`src/design/ptd_pkg.sv`:
```
// Shared types and constants for the periodic task dispatcher.
// Used by the controller, the datapath, the top level and the checker.
`default_nettype none

package ptd_pkg;

   localparam int MAX_TASK_SLOTS = 16;
   localparam int SLOT_W  = (MAX_TASK_SLOTS > 1) ? $clog2(MAX_TASK_SLOTS) : 1;
   localparam int COUNT_W = $clog2(MAX_TASK_SLOTS + 1);

   localparam int TIME_W        = 64;
   localparam int PERIOD_W      = 32;
   localparam int TASK_INDEX_W  = 4;
   localparam int TASKS_REG_W   = 5;

   localparam logic [PERIOD_W-1:0] MIN_PERIOD_RESET = 32'd100;

   typedef logic [SLOT_W-1:0]       slot_type;
   typedef logic [COUNT_W-1:0]      count_type;
   typedef logic [TIME_W-1:0]       time_type;
   typedef logic [PERIOD_W-1:0]     period_type;
   typedef logic [TASK_INDEX_W-1:0] task_index_type;
   typedef logic [TASKS_REG_W-1:0]  tasks_reg_type;

   typedef enum logic [1:0] {
      REQ_TICK    = 2'd0,
      REQ_ADD     = 2'd1,
      REQ_RESTART = 2'd2
   } req_kind_type;

   typedef enum logic [2:0] {
      ST_IDLE,
      ST_ADD,
      ST_TICK_SCAN,
      ST_RESTART_SCAN,
      ST_FINISH
   } state_type;

   // controller to datapath
   typedef struct packed {
      logic capture;
      logic res_clear;
      logic scan_clear;
      logic scan_advance;
      logic tick_hit;
      logic add_exec;
      logic add_reject;
      logic restart_wr;
      logic rsp_load;
   } cmd_type;

   // datapath to controller
   typedef struct packed {
      logic total_zero;
      logic due;
      logic last;
      logic add_ok;
      logic rsp_busy;
   } status_type;

endpackage

`default_nettype wire

```
`src/design/ptd_ram.sv`:
```
// Generic single write port, single read port RAM with registered read data.
// No dependencies.
`default_nettype none

module ptd_ram #(
   parameter int WIDTH = 32,
   parameter int DEPTH = 16
) (
   input  wire logic                                   clock,
   input  wire logic                                   wr_en,
   input  wire logic [((DEPTH > 1) ? $clog2(DEPTH) : 1)-1:0] wr_addr,
   input  wire logic [WIDTH-1:0]                       wr_data,
   input  wire logic [((DEPTH > 1) ? $clog2(DEPTH) : 1)-1:0] rd_addr,
   output logic      [WIDTH-1:0]                       rd_data
);

   logic [WIDTH-1:0] mem_ff [DEPTH];
   logic [WIDTH-1:0] rd_data_ff;

   always_ff @(posedge clock) begin
      if (wr_en) begin
         mem_ff[wr_addr] <= wr_data;
      end
      rd_data_ff <= mem_ff[rd_addr];
   end

   assign rd_data = rd_data_ff;

endmodule

`default_nettype wire

```
`src/design/ptd_ctrl.sv`:
```
// Controller state machine for the periodic task dispatcher.
// Depends on ptd_pkg; drives the datapath through cmd_type, reads status_type.
`default_nettype none

module ptd_ctrl (
   input  wire logic                clock,
   input  wire logic                reset,
   input  wire logic                req_valid,
   input  wire logic [1:0]          req_type,
   output logic                     req_stall,
   input  wire ptd_pkg::status_type status,
   output ptd_pkg::cmd_type         cmd
);

   ptd_pkg::state_type state_ff;
   ptd_pkg::state_type state_in;

   always_ff @(posedge clock) begin
      if (reset) begin
         state_ff <= ptd_pkg::ST_IDLE;
      end else begin
         state_ff <= state_in;
      end
   end

   always_comb begin
      state_in = state_ff;
      unique case (state_ff)
         ptd_pkg::ST_IDLE: begin
            if (req_valid) begin
               unique case (req_type)
                  ptd_pkg::REQ_TICK: begin
                     state_in = status.total_zero ? ptd_pkg::ST_FINISH : ptd_pkg::ST_TICK_SCAN;
                  end
                  ptd_pkg::REQ_ADD: begin
                     state_in = ptd_pkg::ST_ADD;
                  end
                  ptd_pkg::REQ_RESTART: begin
                     state_in = status.total_zero ? ptd_pkg::ST_FINISH
                                                  : ptd_pkg::ST_RESTART_SCAN;
                  end
                  default: begin
                     state_in = ptd_pkg::ST_FINISH;
                  end
               endcase
            end
         end
         ptd_pkg::ST_ADD: begin
            state_in = ptd_pkg::ST_FINISH;
         end
         ptd_pkg::ST_TICK_SCAN: begin
            if (status.due || status.last) begin
               state_in = ptd_pkg::ST_FINISH;
            end
         end
         ptd_pkg::ST_RESTART_SCAN: begin
            if (status.last) begin
               state_in = ptd_pkg::ST_FINISH;
            end
         end
         ptd_pkg::ST_FINISH: begin
            if (!status.rsp_busy) begin
               state_in = ptd_pkg::ST_IDLE;
            end
         end
         default: begin
            state_in = ptd_pkg::ST_IDLE;
         end
      endcase
   end

   always_comb begin
      cmd       = '0;
      req_stall = 1'b1;
      unique case (state_ff)
         ptd_pkg::ST_IDLE: begin
            req_stall      = 1'b0;
            cmd.scan_clear = 1'b1;
            cmd.capture    = req_valid;
            cmd.res_clear  = req_valid;
         end
         ptd_pkg::ST_ADD: begin
            cmd.add_exec   = status.add_ok;
            cmd.add_reject = !status.add_ok;
         end
         ptd_pkg::ST_TICK_SCAN: begin
            cmd.tick_hit     = status.due;
            cmd.scan_advance = !status.due && !status.last;
         end
         ptd_pkg::ST_RESTART_SCAN: begin
            cmd.restart_wr   = 1'b1;
            cmd.scan_advance = !status.last;
         end
         ptd_pkg::ST_FINISH: begin
            cmd.rsp_load = !status.rsp_busy;
         end
         default: begin
            req_stall = 1'b1;
         end
      endcase
   end

endmodule

`default_nettype wire

```
`src/design/ptd_datapath.sv`:
```
// Datapath: request registers, task tables, scan index, due test, result
// and response registers. Depends on ptd_pkg and ptd_ram.
`default_nettype none

module ptd_datapath (
   input  wire logic                                 clock,
   input  wire logic                                 reset,
   input  wire ptd_pkg::cmd_type                     cmd,
   output ptd_pkg::status_type                       status,
   input  wire logic [ptd_pkg::TIME_W-1:0]           req_now,
   input  wire logic [ptd_pkg::PERIOD_W-1:0]         req_period,
   input  wire logic                                 csr_wr_en,
   input  wire logic [ptd_pkg::PERIOD_W-1:0]         csr_wr_data,
   output logic                                      rsp_valid,
   input  wire logic                                 rsp_stall,
   output logic                                      rsp_dispatched,
   output logic      [ptd_pkg::TASK_INDEX_W-1:0]     rsp_task_index,
   output logic                                      rsp_add_rejected,
   output logic      [ptd_pkg::TASKS_REG_W-1:0]      rsp_tasks_registered
);

   ptd_pkg::time_type   now_ff;
   ptd_pkg::period_type period_ff;
   ptd_pkg::period_type min_period_ff, min_period_in;
   ptd_pkg::count_type  total_ff, total_in;
   ptd_pkg::slot_type   scan_idx_ff, scan_idx_in;
   ptd_pkg::slot_type   rd_addr;
   ptd_pkg::slot_type   add_slot;

   ptd_pkg::time_type   deadline_rd;
   ptd_pkg::period_type period_rd;
   ptd_pkg::time_type   sum_base;
   ptd_pkg::time_type   sum;
   logic [31:0]         diff;

   logic                dl_wr_en;
   ptd_pkg::slot_type   dl_wr_addr;
   ptd_pkg::time_type   dl_wr_data;

   logic                res_dispatched_ff, res_dispatched_in;
   ptd_pkg::slot_type   res_index_ff, res_index_in;
   logic                res_rejected_ff, res_rejected_in;

   logic                rsp_valid_ff, rsp_valid_in;
   logic                rsp_dispatched_ff;
   ptd_pkg::task_index_type rsp_index_ff;
   logic                rsp_rejected_ff;
   ptd_pkg::tasks_reg_type  rsp_total_ff;

   always_ff @(posedge clock) begin
      if (cmd.capture) begin
         now_ff    <= req_now;
         period_ff <= req_period;
      end
   end

   assign min_period_in = csr_wr_en ? csr_wr_data : min_period_ff;
   assign total_in      = cmd.add_exec ? total_ff + ptd_pkg::count_type'(1) : total_ff;
   assign add_slot      = ptd_pkg::slot_type'(total_ff);

   // while the scan advances, the read address runs one slot ahead of the index whose data is on the ram outputs
   always_comb begin
      if (cmd.scan_clear) begin
         rd_addr = '0;
      end else if (cmd.scan_advance) begin
         rd_addr = scan_idx_ff + ptd_pkg::slot_type'(1);
      end else begin
         rd_addr = scan_idx_ff;
      end
   end
   assign scan_idx_in = rd_addr;

   always_ff @(posedge clock) begin
      if (reset) begin
         min_period_ff <= ptd_pkg::MIN_PERIOD_RESET;
         total_ff      <= '0;
         scan_idx_ff   <= '0;
         rsp_valid_ff  <= 1'b0;
      end else begin
         min_period_ff <= min_period_in;
         total_ff      <= total_in;
         scan_idx_ff   <= scan_idx_in;
         rsp_valid_ff  <= rsp_valid_in;
      end
   end

   ptd_ram #(
      .WIDTH (ptd_pkg::PERIOD_W),
      .DEPTH (ptd_pkg::MAX_TASK_SLOTS)
   ) u_period_ram (
      .clock   (clock),
      .wr_en   (cmd.add_exec),
      .wr_addr (add_slot),
      .wr_data (period_ff),
      .rd_addr (rd_addr),
      .rd_data (period_rd)
   );

   ptd_ram #(
      .WIDTH (ptd_pkg::TIME_W),
      .DEPTH (ptd_pkg::MAX_TASK_SLOTS)
   ) u_deadline_ram (
      .clock   (clock),
      .wr_en   (dl_wr_en),
      .wr_addr (dl_wr_addr),
      .wr_data (dl_wr_data),
      .rd_addr (rd_addr),
      .rd_data (deadline_rd)
   );

   // one adder serves both the deadline advance and the restart
   assign sum_base = cmd.tick_hit ? deadline_rd : now_ff;
   assign sum      = sum_base + ptd_pkg::time_type'(period_rd);

   assign dl_wr_en   = cmd.add_exec | cmd.tick_hit | cmd.restart_wr;
   assign dl_wr_addr = cmd.add_exec ? add_slot : scan_idx_ff;
   assign dl_wr_data = cmd.add_exec ? ptd_pkg::time_type'(period_ff) : sum;

   // due when the low 32 bits of now minus deadline are non-negative
   assign diff = now_ff[31:0] - deadline_rd[31:0];

   assign status.due        = !diff[31];
   assign status.last       = (ptd_pkg::count_type'(scan_idx_ff) + ptd_pkg::count_type'(1))
                              == total_ff;
   assign status.total_zero = (total_ff == '0);
   assign status.add_ok     = (total_ff != ptd_pkg::count_type'(ptd_pkg::MAX_TASK_SLOTS))
                              && (period_ff >= min_period_ff);
   assign status.rsp_busy   = rsp_valid_ff & rsp_stall;

   always_comb begin
      res_dispatched_in = res_dispatched_ff;
      res_index_in      = res_index_ff;
      res_rejected_in   = res_rejected_ff;
      if (cmd.res_clear) begin
         res_dispatched_in = 1'b0;
         res_index_in      = '0;
         res_rejected_in   = 1'b0;
      end else if (cmd.tick_hit) begin
         res_dispatched_in = 1'b1;
         res_index_in      = scan_idx_ff;
      end else if (cmd.add_exec) begin
         res_index_in      = add_slot;
      end else if (cmd.add_reject) begin
         res_rejected_in   = 1'b1;
      end
   end

   always_ff @(posedge clock) begin
      res_dispatched_ff <= res_dispatched_in;
      res_index_ff      <= res_index_in;
      res_rejected_ff   <= res_rejected_in;
   end

   assign rsp_valid_in = cmd.rsp_load | (rsp_valid_ff & rsp_stall);

   always_ff @(posedge clock) begin
      if (cmd.rsp_load) begin
         rsp_dispatched_ff <= res_dispatched_ff;
         rsp_index_ff      <= ptd_pkg::task_index_type'(res_index_ff);
         rsp_rejected_ff   <= res_rejected_ff;
         rsp_total_ff      <= ptd_pkg::tasks_reg_type'(total_ff);
      end
   end

   assign rsp_valid            = rsp_valid_ff;
   assign rsp_dispatched       = rsp_dispatched_ff;
   assign rsp_task_index       = rsp_index_ff;
   assign rsp_add_rejected     = rsp_rejected_ff;
   assign rsp_tasks_registered = rsp_total_ff;

endmodule

`default_nettype wire

```
`src/design/periodic_task_dispatcher.sv`:
```
// Periodic task dispatcher top level: controller plus datapath.
// Depends on ptd_pkg, ptd_ctrl, ptd_datapath and ptd_ram.
`default_nettype none

// One request is worked at a time. An add goes through the add state to the
// finish state, where the response is loaded. An unused type request, and a
// tick or a restart on an empty table, go straight to the finish state;
// otherwise a tick stops its scan at the first due task, and a restart
// visits every registered task. The scan reads one slot per cycle from the
// period and deadline tables, each a single read port RAM. A new request is
// taken as soon as the previous one is in the response register, even while
// that response is still stalled. min_period resets to 100; the user is to
// write it only while no request is in flight; the block does not check it.
module periodic_task_dispatcher (
   input  wire logic                                 clock,
   input  wire logic                                 reset,
   input  wire logic                                 req_valid,
   output logic                                      req_stall,
   input  wire logic [1:0]                           req_type,
   input  wire logic [ptd_pkg::TIME_W-1:0]           req_now,
   input  wire logic [ptd_pkg::PERIOD_W-1:0]         req_period,
   output logic                                      rsp_valid,
   input  wire logic                                 rsp_stall,
   output logic                                      rsp_dispatched,
   output logic      [ptd_pkg::TASK_INDEX_W-1:0]     rsp_task_index,
   output logic                                      rsp_add_rejected,
   output logic      [ptd_pkg::TASKS_REG_W-1:0]      rsp_tasks_registered,
   input  wire logic                                 csr_wr_en,
   input  wire logic [ptd_pkg::PERIOD_W-1:0]         csr_wr_data
);

   ptd_pkg::cmd_type    cmd;
   ptd_pkg::status_type status;

   ptd_ctrl u_ctrl (
      .clock     (clock),
      .reset     (reset),
      .req_valid (req_valid),
      .req_type  (req_type),
      .req_stall (req_stall),
      .status    (status),
      .cmd       (cmd)
   );

   ptd_datapath u_datapath (
      .clock                (clock),
      .reset                (reset),
      .cmd                  (cmd),
      .status               (status),
      .req_now              (req_now),
      .req_period           (req_period),
      .csr_wr_en            (csr_wr_en),
      .csr_wr_data          (csr_wr_data),
      .rsp_valid            (rsp_valid),
      .rsp_stall            (rsp_stall),
      .rsp_dispatched       (rsp_dispatched),
      .rsp_task_index       (rsp_task_index),
      .rsp_add_rejected     (rsp_add_rejected),
      .rsp_tasks_registered (rsp_tasks_registered)
   );

endmodule

`default_nettype wire

```
`config.mk`:
```
export PLATFORM = sky130hd
export DESIGN_NAME = periodic_task_dispatcher
export DESIGN_NICKNAME = d
export VERILOG_FILES = /design/src/design/ptd_pkg.sv /design/src/design/ptd_ram.sv /design/src/design/ptd_ctrl.sv /design/src/design/ptd_datapath.sv /design/src/design/periodic_task_dispatcher.sv
export SDC_FILE = /design/constraint.sdc
export NUM_CORES = 2
export LEC_CHECK = 0
export BUFFER_PORTS_ARGS = -buffer_cell sky130_fd_sc_hd__buf_2
export CORE_MARGIN = 10
export CORE_UTILIZATION = 55
export DETAILED_ROUTE_END_ITERATION = 7
export PLACE_DENSITY_LB_ADDON = 0.15
export SETUP_SLACK_MARGIN = 0.3
export SLEW_MARGIN = 10
export SYNTH_ARGS = -nofsm -noshare
export SYNTH_HDL_FRONTEND = slang
export SYNTH_SLANG_ARGS = --single-unit
```
`constraint.sdc`:
```
create_clock -name clock -period 5.2 [get_ports clock]
set_clock_uncertainty 0.05 [all_clocks]
set_input_delay 1.04 -clock clock [delete_from_list [all_inputs] [get_ports clock]]
set_output_delay 1.04 -clock clock [all_outputs]
set_load 0.05 [all_outputs]
```
Word-level counts from Yosys, hierarchy flattened

Memories as Yosys holds them, arrays and structs flattened. A register that Yosys moved wholly into a read port is not among the register bits.
Index checks and enable logic that the tools add are counted.

Input bits: 135
Memories kept: 2
Memory bits (writable): 1536
Word-level logic and storage cells: 79
Output and inout bits: 13
Bits in registers: 158

Memories:

| name                             | words | bits a word | read ports | clocked after Yosys merged registers in | write ports | RTL line      | text |
|---|---|---|---|---|---|---|---|
| u_datapath.u_deadline_ram.mem_ff | 16    | 64          | 1          | 1                                       | 1           | ptd_ram.sv:17 | `logic [WIDTH-1:0] mem_ff [DEPTH];` |
| u_datapath.u_period_ram.mem_ff   | 16    | 32          | 1          | 1                                       | 1           | ptd_ram.sv:17 |  |

$lt $le $gt $ge: 1
Equal/unequal tests: 12
Bitwise operators: 6
Add/subtract/negate cells: 5
Reductions and logical operators: 13
Muxes and demuxes: 26

Operator list:

| kind                                           | count |
|---|---|
| 2-to-1 mux 64 bit                              | 2 |
| adder 64 x 32 -> 64 bit                        | 1 |
| >= comparator 32 bit                           | 1 |
| subtractor 32 bit                              | 1 |
| 2-to-1 mux 3 bit                               | 7 |
| 2-to-1 mux 4 bit                               | 5 |
| one-hot mux 3 bit (5 select lines)             | 1 |
| one-hot mux 3 bit (3 select lines)             | 1 |
| 2-to-1 mux 1 bit                               | 8 |
| == test 3 x 2 -> 1 bit (second input constant) | 2 |
| adder 4 x 1 -> 5 bit (second input constant)   | 1 |
| adder 5 x 1 -> 5 bit (second input constant)   | 1 |
| == test 5 bit                                  | 1 |
| logical NOT 5 bit                              | 1 |
| != test 5 bit (second input constant)          | 1 |
| adder 4 x 1 -> 4 bit (second input constant)   | 1 |
| logical NOT 1 bit                              | 4 |
| != test 2 x 1 -> 1 bit (second input constant) | 2 |
| != test 2 bit (second input constant)          | 2 |
| AND reduction 4 bit                            | 1 |
| == test 3 x 1 -> 1 bit (second input constant) | 1 |
| == test 3 bit (second input constant)          | 1 |
| logical NOT 3 bit                              | 1 |
| OR 1 bit                                       | 3 |
| 11 further kinds                               | 13 |

Longest topological paths before layout

Word-level depth: 8
Depth in mapped cells: 25
Gate-level depth less buffers: 24

Hierarchy

From an unflattened synthesis, not the netlist that was laid out.

Cells, all modules: 3652
Area, all modules: 70497.6 um^2

By module, submodules not included:

| module                               | seq. area each (um^2) | cells an instance | area each (um^2) | instances |
|---|---|---|---|---|
| ptd_ram at u_datapath.u_deadline_ram | 32030.7               | 1647              | 39583.0          | 1 |
| ptd_ram at u_datapath.u_period_ram   | 16015.4               | 838               | 19854.0          | 1 |
| ptd_datapath                         | 4174.0                | 1134              | 10766.6          | 1 |
| ptd_ctrl                             | 60.1                  | 33                | 294.0            | 1 |

Worst setup path after synthesis

OpenSTA, ideal clock, no wires.

Path type: reg-to-reg
From: register u_datapath.now_ff[29]
To: memory u_datapath.u_deadline_ram.mem_ff[0][28] in the netlist's numbering, data pin
Stages on the path, launching flop included: 24
Clock period less this slack: 5613 ps
Setup slack: -413 ps
Required time: 4809 ps
Buffers on the path: 1
Setup time: 341 ps
Arrival time: 5223 ps
Path through: edfxtp_1 > ha_1 > nand4_1 > nor4_1 > o211ai_1 > a31oi_1 > nor2_1 > xor2_1 > nand3b_1 > clkbuf_1 > mux2_2 > ha_1 > inv_1 > fa_1 > nor2b_1 > o21a_1 > o21ai_0 > a21oi_1 > o21ai_0 > a21oi_1 > nor2_1 > o21ai_0 > a21o_1 > o31ai_1

Word-level cells in the longest chain between the ends: 6

RTL lines:

| item                          | RTL line            | text |
|---|---|---|
| start, declared               | ptd_datapath.sv:22  | `ptd_pkg::time_type now_ff;` |
| start signal, assigned        | ptd_datapath.sv:52  | `now_ff <= req_now;` |
| subtractor 32 bit             | ptd_datapath.sv:120 | `assign diff = now_ff[31:0] - deadline_rd[31:0];` |
| logical NOT 1 bit             | ptd_datapath.sv:122 | `assign status.due = !diff[31];` |
| 2-to-1 mux 1 bit              | ptd_ctrl.sv:75      | `unique case (state_ff)` |
| 2-to-1 mux 64 bit             | ptd_datapath.sv:112 | `assign sum_base = cmd.tick_hit ? deadline_rd : now_ff;` |
| adder 64 x 32 -> 64 bit       | ptd_datapath.sv:113 | `assign sum = sum_base + ptd_pkg::time_type'(period_rd);` |
| 2-to-1 mux 64 bit             | ptd_datapath.sv:117 | `assign dl_wr_data = cmd.add_exec ? ptd_pkg::time_type'(period_ff) : sum;` |
| via u_datapath.dl_wr_data[28] | ptd_datapath.sv:38  | `ptd_pkg::time_type dl_wr_data;` |
| end, declared                 | ptd_ram.sv:17       |  |

The timed path passes the listed nets, and every way through them passes these cells.

Worst setup path in the final report

From: register u_datapath.now_ff[25]
To: memory u_datapath.u_deadline_ram.mem_ff[2][30] in the netlist's numbering, data pin

Word-level cells in the longest chain between the ends: 6

RTL lines:

| item                          | RTL line |
|---|---|
| subtractor 32 bit             | ptd_datapath.sv:120 |
| logical NOT 1 bit             | ptd_datapath.sv:122 |
| 2-to-1 mux 1 bit              | ptd_ctrl.sv:75 |
| 2-to-1 mux 64 bit *           | ptd_datapath.sv:112 |
| adder 64 x 32 -> 64 bit *     | ptd_datapath.sv:113 |
| 2-to-1 mux 64 bit *           | ptd_datapath.sv:117 |
| via u_datapath.dl_wr_data[30] | ptd_datapath.sv:38 |

The timed path passes the listed nets; every way through them passes the cells marked *.

==> results <==
- The run finished, with violations left.
- The final reports fail on negative setup slack.
- The deepest clock path buffer count is 3.
- The setup slack of the critical path after layout is -0.610 ns.
- When the netlist entered floorplanning its net count stood at 3474.
- The routed length per placed instance is 25.7 um.
- The worst setup path is captured at a register.
- The overall die area is 100000 um^2.
- Counting I/O delays and the setup requirement, the final critical path takes approximately 5.8 ns.
- In this design, the stage delay of the slowest critical-path cell is 0.48 ns.
- The number of filler cells placed in the layout is a little under 6000.
- Summing every instance area after synthesis gives 48500 um^2.
- The worst ir drop on vdd is ~0.30 mV.
- Max-cap violations in this run came to 0.
- The final estimated routing congestion in global placement is slightly above 0.9.
- In the final timing run, aggregate negative setup slack is -86.54 ns.
- The maximum frequency from static timing analysis is between 150 and 200 MHz.
- The residual antenna-violating net count after detailed routing is 0.
- The clock tree from TritonCTS is done.
- The count of pins over their slew limit is 0.
- Once detailed placement completed, the half-perimeter wirelength came to 74300 um.
- Of the cells placed in the final design, the portion with a size suffix greater than 1 is 0.236.
- The slew at the pin closest to its max-slew limit is around 1.1 ns.
- The tightest min-delay check is of the reg -> reg type.
- Counting every sink on the clock net gives approximately 1200.
- The die is about 320 um tall.
- In this run the worst path has a maximum fanout of 8.
- The synthesis-stage register bit count is approximately 1200.
- Counting flops with a built-in enable in the synthesized netlist gives roughly 1100.
- The number of hold buffers added after CTS was 0.
- After technology mapping, the gate count stands at approximately 3200.
- The share of Yosys cell area claimed by the top area cell type is 0.681.
- The critical path is of the reg -> reg type.
- The multi-input gate area in the final layout is around 13000 um^2.
- Once layout is complete, the utilization of the core stands at 0.668.
- The die width is 317 um.
- For this run, the leading register cell type out of synthesis is sky130_fd_sc_hd__edfxtp_1.
- Power spread over the standard cell area amounts to about 360 nW/um^2.
- Setup repair after global routing could not meet its margin everywhere.
- The cell type contributing the most total cell area after synthesis is sky130_fd_sc_hd__edfxtp_1.
- The post-route fraction of the period consumed by the critical path is 1.12.
- Averaged over all synthesized cells, the footprint is roughly 15 um^2.
- The async set or reset register ratio after synthesis is 0.
- In this run the cell area measured after placement is between 50000 and 60000 um^2.
- Compared with the post-synthesis result, the final layout area differs by 20.0%.
- Yosys attributes the largest share of cell area to sky130_fd_sc_hd__edfxtp_1, sky130_fd_sc_hd__mux4_2, sky130_fd_sc_hd__dfxtp_1.
- After floorplanning, the core was sized to cover 87000 um^2.
- The static leakage is between 20 and 25 nW.
- Of the synthesized area, sequential elements account for 0.729.
- The effective utilization at floorplan is 0.557.
- After clock tree synthesis, the clock-pin slew on the worst setup and hold paths is approximately 0.06 ns.
- The top cell types in the final layout, fill and taps aside, are sky130_fd_sc_hd__edfxtp_1, sky130_fd_sc_hd__nand2_1, sky130_fd_sc_hd__nand3_1.
- The finished cells cover a little under 60000 um^2.
- The number of ports placed on the die boundary is between 100 and 150.
- The pre-CTS setup slack is -1.12 ns.
- The total number of nets in the final design is between 3000 and 4000.
- The final hold slack is between 0.3 and 0.4 ns.
- The tightest slew margin relative to the limit is 0.244.
- After detailed routing, the total wire length is ~130000 um.
- The total global routing track utilization is 0.246.
- TritonCTS created around 120 clock buffers.
- The number of levels in the clock H-tree is 3.
- The library cell used most frequently in the layout, excluding fill and tap cells, is sky130_fd_sc_hd__edfxtp_1.
- The final count of hold timing violations is 0.
- For this run, the number of Yosys warnings is 0.
- The overall power after layout is roughly 21 mW.
- The pin count of the biggest net entering global routing is 129.
- Input and output buffers added on the ports amount to approximately 120.
- The via count of the first global-routing pass is a little under 30000.
- The library cell contributing the largest single delay on the critical path is sky130_fd_sc_hd__or3b_4.
- The worst-skew pair later-pin latency is ~0.69 ns.
- The remaining design rule violation count is 0.
- The cell sitting at the root of the clock tree is a sky130_fd_sc_hd__clkbuf_16.
- The wire length of the first global-routing pass is between 150000 and 200000 um.
- The via density per instance is about 6.0.
- The total congestion overflow after global routing is 0.
- The total via count after detailed routing is around 29000.
- The first routing iteration left 3361 violations.
- The first detailed-routing pass took 6 iterations.
- Setup violations remaining at the end of the flow were counted as approximately 300.
- For the worst setup path, the data required time is around 5.5 ns.
- The number of antenna violations at the first check in global routing came to 3.
- For this run, the number of standard cells in the final layout without fillers is 4873.
- The worst setup path is launched from a register.
- Data arrives at the worst endpoint at about 6.1 ns.
- The floorplan row count is 108.
- The flip-flop and latch area is between 30000 and 40000 um^2.
- Counting tap cells, the placed design contains a total of roughly 4600 instances.
- In this run, distinct cell masters in the synthesized netlist total 64.
worst max-delay path: cells and delay by family (launching register included):
family / cells / cell delay (ns)
and+or+nand+nor: 8 / 1.47
buffers and inverters: 6 / 0.88
xor gates and xnor gates: 1 / 0.15
AOI/OAI and AO/OA: 9 / 1.50
muxes: 1 / 0.31
adders and majority gates: 3 / 0.68
DFF: 1 / 0.45
path summary, 6_finish.rpt:
path,from,endpoint,slack (ns),cells after the start
setup reg to reg,u_datapath.now_ff[25]$_DFFE_PP_,u_datapath.u_deadline_ram.mem_ff[2][30]$_DFFE_PP_,-0.61,28
hold reg to reg,u_datapath.res_dispatched_ff$_SDFFE_PP0P_,u_datapath.rsp_dispatched$_DFFE_PP_,0.39,0
setup / recovery,u_datapath.now_ff[25]$_DFFE_PP_,u_datapath.u_deadline_ram.mem_ff[2][30]$_DFFE_PP_,-0.61,28
hold / removal,u_datapath.res_dispatched_ff$_SDFFE_PP0P_,u_datapath.rsp_dispatched$_DFFE_PP_,0.39,0
kinds of logic (layout without fill, tap and decap cells):
group / after synthesis / in the layout / share of synthesized area
and+or+nand+nor: 1100 / 1101 / 0.0992
AOI/OAI and AO/OA: 352 / 352 / 0.0457
buffers and inverters: 250 / 724 / 0.0222
adders and majority gates: 102 / 102 / 0.0265
xor gates and xnor gates: 40 / 40 / 0.00723
DFF: 1214 / 1214 / 0.729
other: 0 / 1 / 0
muxes: 179 / 184 / 0.0705
power by group:
group          switching [mW]  internal [mW]  total, mW  leakage, nW
Clock                    3.58           5.10       8.69         1.94
Combinational           0.738          0.518       1.26         7.88
Sequential             0.0706           10.9       11.0         10.9
final cells by class:
| type | instances | area share |
|---|---|---|
| diodes | 1 | 0.0000430 |
| clock buffers | 156 | 0.0542 |
| clock inverters | 62 | 0.0139 |
| inverters | 86 | 0.00555 |
| multi-input cells | 1779 | 0.228 |
| flip-flops and latches | 1214 | 0.607 |
| well taps | 1155 | 0.0249 |
| repair buffers | 420 | 0.0656 |
synth_stat cells (all sizes together), types with 10 or more instances:
cell type / count
dfxtp: 115
clkbuf: 88
nand2b: 10
nor2: 124
a211oi: 11
a21o: 31
mux2i: 38
nand3: 262
buf: 76
xnor2: 25
nand4: 71
nand2: 579
and2: 10
nor3: 10
a22oi: 66
o21ai: 119
a21oi: 68
inv: 86
edfxtp: 1099
mux2: 13
xor2: 15
ha: 101
mux4: 128
routing by layer:
| metal | track usage | wire length [um] |
|---|---|---|
| met5 | 0 | 0 |
| met4 | 0.0750 | 3490 |
| met3 | 0.0357 | 9910 |
| met2 | 0.411 | 61600 |
| met1 | 0.333 | 50200 |
sequential cells by signal, summed over array words and instances (netlist names):
| signal | cells |
|---|---|
| u_datapath.u_deadline_ram.mem_ff | 512 |
| u_datapath.u_period_ram.mem_ff | 512 |
| u_datapath.min_period_ff | 32 |
| u_datapath.now_ff | 32 |
| u_datapath.period_ff | 32 |
| u_datapath.u_deadline_ram.rd_data | 32 |
| u_datapath.u_period_ram.rd_data | 32 |
| u_datapath.rsp_tasks_registered | 5 |
| u_datapath.total_ff | 5 |
| u_datapath.res_index_ff | 4 |
| u_datapath.rsp_task_index | 4 |
| u_datapath.scan_idx_ff | 4 |
| u_ctrl.state_ff | 3 |
| u_datapath.res_dispatched_ff | 1 |
| u_datapath.res_rejected_ff | 1 |
| u_datapath.rsp_add_rejected | 1 |
| u_datapath.rsp_dispatched | 1 |
| u_datapath.rsp_valid | 1 |
timing repair:
action                                  4_1_cts  5_1_grt
buffers inserted                             16       17
endpoints found under the setup margin      400      486
gates cloned                                  4       10
pin swaps                                    42       52
gates resized for setup                      66      100
No activity file was read; power rests on OpenSTA's default activity.
